--- config.mk ---
export PLATFORM = sky130hd
export DESIGN_NAME = qrs_fifo
export DESIGN_NICKNAME = d
export VERILOG_FILES = /design/src/rtl/qrs_pkg.sv /design/src/rtl/qrs_fifo.sv
export SDC_FILE = /design/constraint.sdc
export NUM_CORES = 1
export LEC_CHECK = 0
export BUFFER_PORTS_ARGS = -buffer_cell sky130_fd_sc_hd__buf_2
export CORE_AREA = 10 10 324 326
export DETAILED_ROUTE_END_ITERATION = 6
export DIE_AREA = 0 0 334 336
export PLACE_DENSITY = 0.57
export RECOVER_POWER = 100
export SYNTH_ARGS = -nofsm -noshare
export SYNTH_HDL_FRONTEND = slang
export SYNTH_SLANG_ARGS = --single-unit
--- constraint.sdc ---
create_clock -name clk -period 7.05 [get_ports clk]
set_clock_uncertainty 0.2 [all_clocks]
set_input_delay 0.3525 -clock clk [delete_from_list [all_inputs] [get_ports clk]]
set_output_delay 0.3525 -clock clk [all_outputs]
set_load 0.01 [all_outputs]
--- src/rtl/qrs_pkg.sv ---
`timescale 1ns / 1ps
// ----------------------------------------------------------------------------
// qrs_pkg
// Shared types and constants for the quadratic root solver.
// ----------------------------------------------------------------------------
package qrs_pkg;

  localparam int DISC_W = 66;  // magnitude of b*b - 4*a*c
  localparam int SQRT_W = 34;  // floor square root of the discriminant
  localparam int DEN_W  = 33;  // divisor: 2*|a| or |b|
  localparam int QUO_W  = 33;  // quotient bits formed before the overflow check
  localparam int APB_AW = 2;

  localparam logic [APB_AW-1:0] REG_TOL = 2'd0;

  localparam logic [1:0] OUT_ROOTS = 2'd0;
  localparam logic [1:0] OUT_NONE  = 2'd1;
  localparam logic [1:0] OUT_INF   = 2'd2;

  localparam logic [31:0] POS_MAX = 32'h7FFF_FFFF;
  localparam logic [31:0] NEG_MAX = 32'h8000_0000;

  typedef enum logic [2:0] {
    CLS_NONE,
    CLS_INF,
    CLS_LIN,
    CLS_ONE,
    CLS_TWO
  } cls_t;

  typedef struct packed {
    logic signed [31:0] coef_quad;
    logic signed [31:0] coef_lin;
    logic signed [31:0] coef_const;
  } coef_t;

  typedef struct packed {
    logic [1:0]         outcome;
    logic [1:0]         num_roots;
    logic signed [31:0] root_first;
    logic signed [31:0] root_second;
    logic               saturated;
  } root_t;

  typedef struct packed {
    cls_t               cls;
    logic               neg_quad;
    logic               neg_lin;
    logic               neg_const;
    logic [31:0]        mag_quad;
    logic [31:0]        mag_lin;
    logic [31:0]        mag_const;
    logic signed [31:0] lin;
    logic [DISC_W-1:0]  disc;
  } job_t;

  function automatic logic [31:0] mag32(logic [31:0] x);
    return x[31] ? (~x + 32'd1) : x;
  endfunction

endpackage

--- src/rtl/qrs_fifo.sv ---
`timescale 1ns / 1ps
// ----------------------------------------------------------------------------
// qrs_fifo
// Short queue of classified jobs between the front and back parts.
// ----------------------------------------------------------------------------
module qrs_fifo #(
  parameter int DEPTH = 4
) (
  input  logic          clk,
  input  logic          rst,
  input  logic          push,
  input  qrs_pkg::job_t push_job,
  input  logic          pop,
  output logic          full,
  output logic          not_empty,
  output qrs_pkg::job_t head
);

  localparam int AW = (DEPTH > 1) ? $clog2(DEPTH) : 1;
  localparam int CW = $clog2(DEPTH + 1);
  localparam logic [AW-1:0] LAST = AW'(DEPTH - 1);

  qrs_pkg::job_t  slots [DEPTH];
  logic [AW-1:0]  wr_ptr, rd_ptr;
  logic [CW-1:0]  count;

  assign full      = (count == CW'(DEPTH));
  assign not_empty = (count != '0);
  assign head      = slots[rd_ptr];

  always_ff @(posedge clk) begin
    if (rst) begin
      wr_ptr <= '0;
      rd_ptr <= '0;
      count  <= '0;
    end else begin
      if (push) begin
        wr_ptr <= (wr_ptr == LAST) ? '0 : wr_ptr + 1'b1;
      end
      if (pop) begin
        rd_ptr <= (rd_ptr == LAST) ? '0 : rd_ptr + 1'b1;
      end
      if (push && !pop) begin
        count <= count + 1'b1;
      end else if (pop && !push) begin
        count <= count - 1'b1;
      end
    end
  end

  always_ff @(posedge clk) begin
    if (push) begin
      slots[wr_ptr] <= push_job;
    end
  end

endmodule

==> results.cfg, run 1 <==
[critical_path]
timing.rr.start = wr_ptr[0]
r2r_setup_slack_ns = 2.04
worstPathMaxFanout = 55
crit_path_end_kind = flop
r2r-end = slots[1][96]
critPathKind = flop to flop
critPathLaunchType = flop
worstRegToRegCells = 3
cp.required_ns = 7.11
cp.arrival_ns = 5.07

[hold_path]
worstHoldStart = push_job[23]
worstHoldEndpoint = slots[2][23]
hp-class = input port to flop
whs_path_depth = 2

[grt]
grt_util_all_layers_pct = 11.5
grt_pass1_wl_mm = 98.5
grt_max_degree = 103
grt_pass1_vias = 15400
grt_antenna_before_repair = 3
grt_remaining_overflow = 0

[timing]
finalSetupTns_ns = 0
worst_slew_pin_slew_ns = 3.78
grt_setup_unrepaired = false
finalSetupViolCount = 0
fmaxAchievable_mhz = 200
max_slew_margin_pct = -152
layout_min_cycle_time_ns = 5.01
slew_violations = 179
hold_violations = 0
fin_crit_sh_pct = 71.0
fin_ws_ns = 2.04

[final_layout]
synthToLayoutAreaGrowth_pct = 26.3
mostFrequentLayoutCells = 800 x edfxtp_1, 413 x clkbuf_1, 203 x dlygate4sd3_1
drive_above_1_share_pct = 18.8
final_nets = 1964
final_common_cell = edfxtp_1

[clocking]
clock_path_buffers = 3
numCtsBuffers = 87
cts_tree = built
cts-root-buf = clkbuf_16
cts_setup_buffers = 0
cts.sinks = 809
path_clk_slew_ns = 0.06
h-tree-depth = 3
clk_latency_ns = 0.63

[pwr]
p_leak_nw = 11.4
total_power_w = 0.0108
powerDensity_mw_per_mm2 = 292
vdd_drop_max_v = 0.000233

[logic_synthesis]
yosysSeqAreaShare_pct = 82.5
netlist-cell-type-count = 17
yosysWarnings = 0
mappedNetlistNets = 1299
syn-cell-area_mm2 = 0.0293
ys_ff_latch = 809
netlist_instances = 1088
synth_largest_area_cell = edfxtp_1
synth_area_leaders = edfxtp_1 82%, mux4_2 15%, buf_6 0.84%
yosys.area.top_type_share_pct = 81.9
avgSynthCellArea_um2 = 27.0

[detailed_routing]
drc = 0
drtIter0Drc = 746
firstDrtPassIters = 4
drtAntennaViolNets = 0
vias_per_cell = 4.45
via_count = 13900
route.final.wire_length_mm = 65.8
routedWlPerCell_um = 21.1

[floorplan]
start_util_pct = 29.9
fp.dieH_um = 336
fp.dieW_um = 334
rows = 115
ios = 406
core_mm2 = 0.0981
die_area_mm2 = 0.112

[place]
dp_hpwl_mm = 39.0
portBuffers = 405
dp_worst_setup_slack_ns = 3.86
gp_congestion = 0.693

[status]
status = finished, violations left
violations = max-capacitance violations, max-slew violations

[job]
cap_violations = 4
[stage by stage]
step / instance area (um2) / hold WS [ns] / utilization [%] / cells
2_1_floorplan: 29300 / 0.222 / - / 1088
3_3_place_gp: 32800 / 0.275 / 33.4 / 2748
3_5_place_dp: 32800 / 0.318 / 33.4 / 2748
4_1_cts: 37500 / 0.183 / 38.2 / 3108
5_1_grt: 37000 / 0.280 / 37.7 / 3108
6_report: 37000 / 0.309 / 37.7 / 3113
[report_power, final]
part	switching, W	internal (W)
clock	0.00182	0.00246
sequential	0.0000653	0.00552
combinational	0.000527	0.000397
[worst max-delay path, cell delays in order, from the launching register on]
cell and delay, ns:
dfxtp_1 0.40, ha_1 0.16, and2_0 2.70, buf_4 1.04
[sequential cells by signal (all words and copies together) (netlist names), named ones only]
register,flops
count,3
rd_ptr,2
slots,800
wr_ptr,2
[cell usage after synthesis]
cell type / n
o21ai_0: 1
buf_2: 20
edfxtp_1: 800
mux2i_1: 4
inv_1: 4
and2_1: 4
buf_6: 22
nor3b_1: 2
nor2_1: 7
clkbuf_1: 2
a21oi_1: 2
xor2_1: 2
fa_1: 1
ha_1: 6
mux4_2: 200
dfxtp_1: 9
or3_1: 2
[metal layers]
metal  routed length, um  global-route usage, %
met5                  27                      0
met4                1730                   3.89
met3                4560                   3.97
met2               34000                   20.1
met1               25400                   13.2
[worst max path at each step]
stage / slack [ns] / cells after the start / from / endpoint
6_report: 2.04 / 3 / wr_ptr[0] / slots[1][96]
5_1_grt: 1.60 / 4 / wr_ptr[1] / slots[1][132]
4_1_cts: 3.12 / 3 / flop / head[97]
3_5_place_dp: 3.86 / 3 / flop / head[97]
3_3_place_gp: 3.88 / 3 / flop / head[97]
2_1_floorplan: 1.17 / 3 / wr_ptr[0] / slots[0][0]
[final cells by class]
class                      count  area (um2)
antenna                        5        12.5
multi-input combinational    231        4750
fill                        9044       61100
timing repair buffer         620        3740
clock buffer                 102        2280
tap                         1287        1610
clock inverter                55         412
sequential                   809       24200
inverter                       4        15.0
[cell families after synthesis]
logic type               share of synthesized area [%]
AND/OR/NAND/NOR                                  0.269
flip-flops                                        82.5
AO/OA/AOI/OAI                                   0.0512
adder cells (fa/ha/maj)                          0.324
buffers and inverters                             1.26
XOR/XNOR                                        0.0597
multiplexers                                      15.5
[timing repair]
| action | 4_1_cts | 5_1_grt |
|---|---|---|
| hold buffers | 203 | 0 |
| resized for setup | 0 | 0 |
| hold endpoints to repair | 809 | 0 |
| setup endpoints to repair | 0 | 0 |
Note: power is estimated with default switching activity, not from simulation.
==> inputs of run 2 (changes only) <==
==> constraint.sdc (replaced) <==
create_clock -name clk -period 4.75 [get_ports clk]
set_clock_uncertainty 0.2 [all_clocks]
set_input_delay 0.2375 -clock clk [delete_from_list [all_inputs] [get_ports clk]]
set_output_delay 0.2375 -clock clk [all_outputs]
set_load 0.01 [all_outputs]
==> run 2 against run 1 <==
  * The flow still finishes with violations (max-capacitance violations, max-slew violations)
  * Final area is essentially flat
  * Sequential power grew 48%
  * Cell count is essentially flat
  * Largest cell class unchanged
  * Routed wire length grew 1.6%
  * Combinational power grew 51%
  * Worst hold slack lost 0.12 ns
  * First-iteration DRC count grew 24%
  * Sequential cell count is the same
  * Critical endpoint is now slots[2][84]
  * Critical path type unchanged
  * Critical path depth grew 1
==> results.cfg, run 2 (synthesis gave the netlist of run 1 again) <==
[clocking]
cts_tree = built
h-tree-depth = 3
clock_path_buffers = 3
cts_setup_buffers = 0
ctsResizeCount = 0
numCtsBuffers = 87
clk_latency_ns = 0.64
path_clk_slew_ns = 0.06
cts-root-buf = clkbuf_16
cts.sinks = 809

[detailed_routing]
via_count = 13900
vias_per_cell = 4.46
routedWlPerCell_um = 21.5
firstDrtPassIters = 4
drtIter0Drc = 928
drc = 0
drtAntennaViolNets = 0
route.final.wire_length_mm = 66.9

[floorplan]
die_area_mm2 = 0.112
fp.dieW_um = 334
start_util_pct = 29.9
ios = 406
fp.dieH_um = 336
rows = 115
core_mm2 = 0.0981

[critical_path]
cp.arrival_ns = 3.84
crit_path_end_kind = flop
worstPathMaxFanout = 56
worstPathCellList = inv_1, ha_1, and2_2, clkbuf_2
cpPeakStageDelay_ns = 1.38
slowest_stage = and2_2
critPathKind = flop to flop
cp.required_ns = 4.79
critPathLaunchType = flop

[grt]
grt_use_met1_pct = 14.0
grt_remaining_overflow = 0
grt_pass1_wl_mm = 99.1
met3_usage_pct = 3.50
grt_busiest_layer = met2
met2_usage_pct = 20.0
grt_util_all_layers_pct = 11.7
grt_antenna_before_repair = 8
grt_max_degree = 88
grt_pass1_vias = 15400

[pwr]
vdd_drop_max_v = 0.000288
powerDensity_mw_per_mm2 = 433
p_leak_nw = 11.4

[status]
status = finished, violations left
violations = max-capacitance violations, max-slew violations

[final_layout]
fin_cells = 3112
drive_above_1_share_pct = 18.7
top_regs = slots (800), count (3)
final_common_cell = edfxtp_1
largest_reg_flops = 800
final_nets = 1976
ff_latch_area_mm2 = 0.0242
mostFrequentLayoutCells = 800 x edfxtp_1, 419 x clkbuf_1, 205 x dlygate4sd3_1
multiInputGateArea_mm2 = 0.00475
synthToLayoutAreaGrowth_pct = 26.4
fin_util_pct = 37.8
fillCellCount = 9047
regMostFlops = slots

[timing]
worst_slew_pin_slew_ns = 2.63
fmaxAchievable_mhz = 263
finalSetupViolCount = 0
fin_crit_sh_pct = 80.0
max_slew_margin_pct = -75.2
finalSetupTns_ns = 0
hold_violations = 0
slew_violations = 353
layout_min_cycle_time_ns = 3.80
grt_setup_unrepaired = false

[hold_path]
hp-class = input port to flop

[place]
dp_hpwl_mm = 41.5
portBuffers = 405
gp_congestion = 0.714
dpl.cell_count = 2758

[job]
cap_violations = 6
-- run 2: cell count changes in the layout (fill, tap and decap cells not counted), moves of 3 or more --
cell and change:
and2_0 -3, clkinv_2 -10, clkinvlp_4 -3, diode_2 -3
clkbuf_2 +8, clkbuf_1 +6
-- run 2: final timing paths --
path | end | from | slack [ns] | depth (start not counted)
worst min-delay path | slots[2][139] | push_job[139] | 0.19 | 2
worst min register to register | count[2] | count[2] | 0.33 | 2
worst max register to register | slots[2][84] | wr_ptr[0] | 0.95 | 4
worst max-delay path | slots[2][84] | wr_ptr[0] | 0.95 | 4
-- run 2: layout make-up --
cell class / count / area share (%)
flip-flops and latches: 809 / 65.3
multi-input cells: 231 / 12.8
repair buffers: 632 / 10.3
clock buffers: 108 / 6.20
well taps: 1287 / 4.35
clock inverters: 39 / 0.972
inverters: 4 / 0.0405
diodes: 2 / 0.0135
-- run 2: per-layer routing --
layer  vias up  wire length, um  part of all wire, %
met3       106             4040                  6.0
met2       371            34300                   51
met5         -               52                0.078
li1       6089                -                    -
met4         8             1820                  2.7
met1      7306            26700                   40
-- run 2: what timing repair did --
| action | in CTS | in global routing |
|---|---|---|
| hold buffers | 205 | 0 |
| endpoints found under the setup margin | 0 | 0 |
| hold endpoints to repair | 809 | 0 |
-- run 2: stage by stage --
stage / setup WS [ns] / area (um2) / hold slack (ns) / total power (W)
after floorplan: 1.11 / 29300 / 0.107 / 0.00917
after global placement: 1.99 / 33000 / 0.245 / 0.00977
after detailed placement: 1.98 / 33000 / 0.254 / 0.00981
after CTS: 1.25 / 37700 / 0.0716 / 0.0164
after global routing: 0.585 / 37100 / 0.166 / 0.0167
final: 0.948 / 37100 / 0.190 / 0.0160
-- run 2: power breakdown --
group | switching [W] | total (W) | internal, W
Clock | 0.00261 | 0.00635 | 0.00374
Combinational | 0.000808 | 0.00140 | 0.000596
Sequential | 0.0000784 | 0.00828 | 0.00820
-- run 2: critical path, delay by kind of cell, from the launching register on --
family | cells | cell delay, ns
buffers and inverters | 2 | 1.29
flip-flops | 1 | 0.35
adder cells (fa/ha/maj) | 1 | 0.14
AND/OR/NAND/NOR | 1 | 1.38
==> inputs of run 3 (changes only) <==
--- a/config.mk
+++ b/config.mk
@@ -5,10 +5,11 @@
 export SDC_FILE = /design/constraint.sdc
 export NUM_CORES = 1
 export LEC_CHECK = 0
+export ABC_AREA = 1
 export BUFFER_PORTS_ARGS = -buffer_cell sky130_fd_sc_hd__buf_2
-export CORE_AREA = 10 10 324 326
+export CORE_AREA = 10 10 329 331
 export DETAILED_ROUTE_END_ITERATION = 6
-export DIE_AREA = 0 0 334 336
+export DIE_AREA = 0 0 339 341
 export PLACE_DENSITY = 0.57
 export RECOVER_POWER = 100
 export SYNTH_ARGS = -nofsm -noshare
==> constraint.sdc (replaced) <==
create_clock -name clk -period 3.55 [get_ports clk]
set_clock_uncertainty 0.2 [all_clocks]
set_input_delay 0.1775 -clock clk [delete_from_list [all_inputs] [get_ports clk]]
set_output_delay 0.1775 -clock clk [all_outputs]
set_load 0.01 [all_outputs]
==> run 3 against run 2 <==
  * The flow still finishes with violations (max-capacitance violations, max-slew violations)
  * Clock power rose by 39%
  * Non-clock buffer count increased by 16
  * Total power up 38%
  * Highest routed layer unchanged
  * Sequential power increased by 33%
  * Critical path type is now flop to output pin
  * Register-to-register slack worse by 0.55 ns
  * Largest cell class unchanged
  * Global-route usage up 1.0 points
==> results.cfg, run 3 <==
[status]
status = finished, violations left
violations = max-capacitance violations, max-slew violations

[final_layout]
top_regs = slots (800), count (3)
final_nets = 2810
mostFrequentLayoutCells = 800 x edfxtp_1, 409 x nor2_1, 315 x o21ai_0
final_common_cell = edfxtp_1
largest_reg_flops = 800
fin_cells = 4043
regMostFlops = slots
drive_above_1_share_pct = 11.7
fillCellCount = 9642
synthToLayoutAreaGrowth_pct = 25.7

[logic_synthesis]
avgSynthCellArea_um2 = 15.1
netlist_instances = 1994
synthAdderAreaFrac_pct = 0.315
synth-xor-area-share_pct = 0.0291
netlist-cell-type-count = 20
yosys.area_share.simple_pct = 5.29
ys_ff_latch = 809
synthMuxAreaShare_pct = 0
yosysWarnings = 0
syn-cell-area_mm2 = 0.0301
synth_flop_cell = edfxtp_1
synth_most_common_cell = edfxtp_1
synth_largest_area_cell = edfxtp_1
yosys.area.top_type_share_pct = 79.7
yosysSeqAreaShare_pct = 80.3
synth_compound_area_share_pct = 10.9
async_flop_share_pct = 0
synth_common_cells = 800 x edfxtp_1, 409 x nor2_1, 203 x o21ai_0, 200 x o21ai_1, 200 x o22ai_1
mappedNetlistNets = 2205
synth_top_family_by_area = compound AO/OA/AOI/OAI gates
synth_area_leaders = edfxtp_1 80%, nor2_1 5.1%, o22ai_1 4.2%
synth_edf_count = 800

[pwr]
total_power_w = 0.0221
pwr-share-comb_pct = 9.9
p_seq_share_pct = 50.0
sw_frac_of_total_pct = 23.6
p_clk_share_pct = 40.1
vdd_drop_max_v = 0.000445
intPower_w = 0.0169
powerDensity_mw_per_mm2 = 583
p_switching_w = 0.00521
p_leak_nw = 12.5

[place]
portBuffers = 405
dp_worst_setup_slack_ns = 0.888
dp_hpwl_mm = 43.9
dpl.cell_count = 3673
gp_congestion = 0.724

[floorplan]
fp.dieW_um = 339
ios = 406
die_area_mm2 = 0.116
core_mm2 = 0.101
fp.dieH_um = 341
start_util_pct = 29.7
rows = 117

[timing]
finalSetupViolCount = 0
max_slew_margin_pct = -40.9
fin_ws_ns = 0.314
layout_min_cycle_time_ns = 3.24
worst_slew_pin_slew_ns = 2.11
hold_violations = 0
slew_violations = 395
fmaxAchievable_mhz = 309
grt_setup_unrepaired = false
fin_crit_sh_pct = 91.1
whs_ns = 0.121

[clocking]
cts_setup_buffers = 0
cts.sinks = 809
clock_path_buffers = 3
clk_latency_ns = 0.65
h-tree-depth = 3
path_clk_slew_ns = 0.06
cts-root-buf = clkbuf_16
cts_tree = built
numCtsBuffers = 87

[critical_path]
crit_path_end_kind = output pin
critPathLaunchType = flop
critPathKind = flop to output pin
cp.arrival_ns = 2.86
worstPathMaxFanout = 114
r2r_setup_slack_ns = 0.40
cp.required_ns = 3.17

[grt]
grt_remaining_overflow = 0
grt_pass1_vias = 18700
grt_util_all_layers_pct = 12.8
grt_antenna_before_repair = 8
grt_max_degree = 120
grt_pass1_wl_mm = 116

[detailed_routing]
firstDrtPassIters = 5
drc = 0
via_count = 18700
routedWlPerCell_um = 19.0
drtAntennaViolNets = 0
route.final.wire_length_mm = 76.7
drtIter0Drc = 1101
vias_per_cell = 4.63

[job]
cap_violations = 5

[hold_path]
hp-class = input port to flop
-- run 3: timing repair --
item | 4_1_cts | 5_1_grt
hold buffers | 205 | 0
endpoints found under the hold margin | 810 | 0
gates resized for setup | 0 | 0
-- run 3: metal layers --
layer | up-vias | share of wire (%) | track usage (%) | wire length (um)
met5 | - | 0.044 | 0 | 34
met4 | 6 | 1.7 | 3.00 | 1330
met3 | 105 | 7.2 | 3.92 | 5540
met2 | 519 | 48 | 21.1 | 37000
met1 | 9301 | 43 | 16.3 | 32800
li1 | 8803 | - | - | -
-- run 3: path summary, 6_finish.rpt --
check	start	to	cells past startpoint
worst max-delay path	flop	head[112]	5
worst min-delay path	rst	count[0]	3
worst max register to register	wr_ptr[0]	slots[2][93]	6
worst min register to register	wr_ptr[1]	wr_ptr[1]	2
-- run 3: metrics by stage --
step                      TNS [ns]  area, um2  utilization (%)
after floorplan            -509.70      30200                -
after global placement           0      33600             33.1
after detailed placement         0      33600             33.1
after CTS                        0      38400             37.9
after global routing             0      37900             37.4
final                            0      37900             37.4
-- run 3: area by class of cell --
type | count | area [um2] | area share [%]
Sequential cell | 809 | 24200 | 63.9
Multi-Input combinational cell | 1037 | 4990 | 13.2
Timing Repair Buffer | 648 | 4110 | 10.8
Clock buffer | 108 | 2260 | 5.95
Tap cell | 1368 | 1710 | 4.52
Clock inverter | 53 | 539 | 1.42
Inverter | 16 | 82.6 | 0.218
Antenna cell | 4 | 10.0 | 0.0264
-- run 3: power by group through the flow --
stage | Clock [W] | Combinational, W | Sequential (W)
floorplan | 0 | 0.00117 | 0.0112
global placement | 0 | 0.00213 | 0.0112
detailed placement | 0 | 0.00215 | 0.0112
CTS | 0.00911 | 0.00235 | 0.0110
global route | 0.00952 | 0.00243 | 0.0111
finish | 0.00885 | 0.00219 | 0.0110
-- run 3: cell families after synthesis --
group	after synthesis
buf+inv	148
flops	809
compound gates	606
simple gates	423
fa+ha+maj	7
xor+xnor	1
-- run 3: worst max-delay path, stage by stage (launching register included) --
cell and delay (ns):
dfxtp_2 0.65, clkinv_8 0.37, buf_8 0.39, o21ai_0 0.33, o22ai_1 0.16, buf_2 0.17
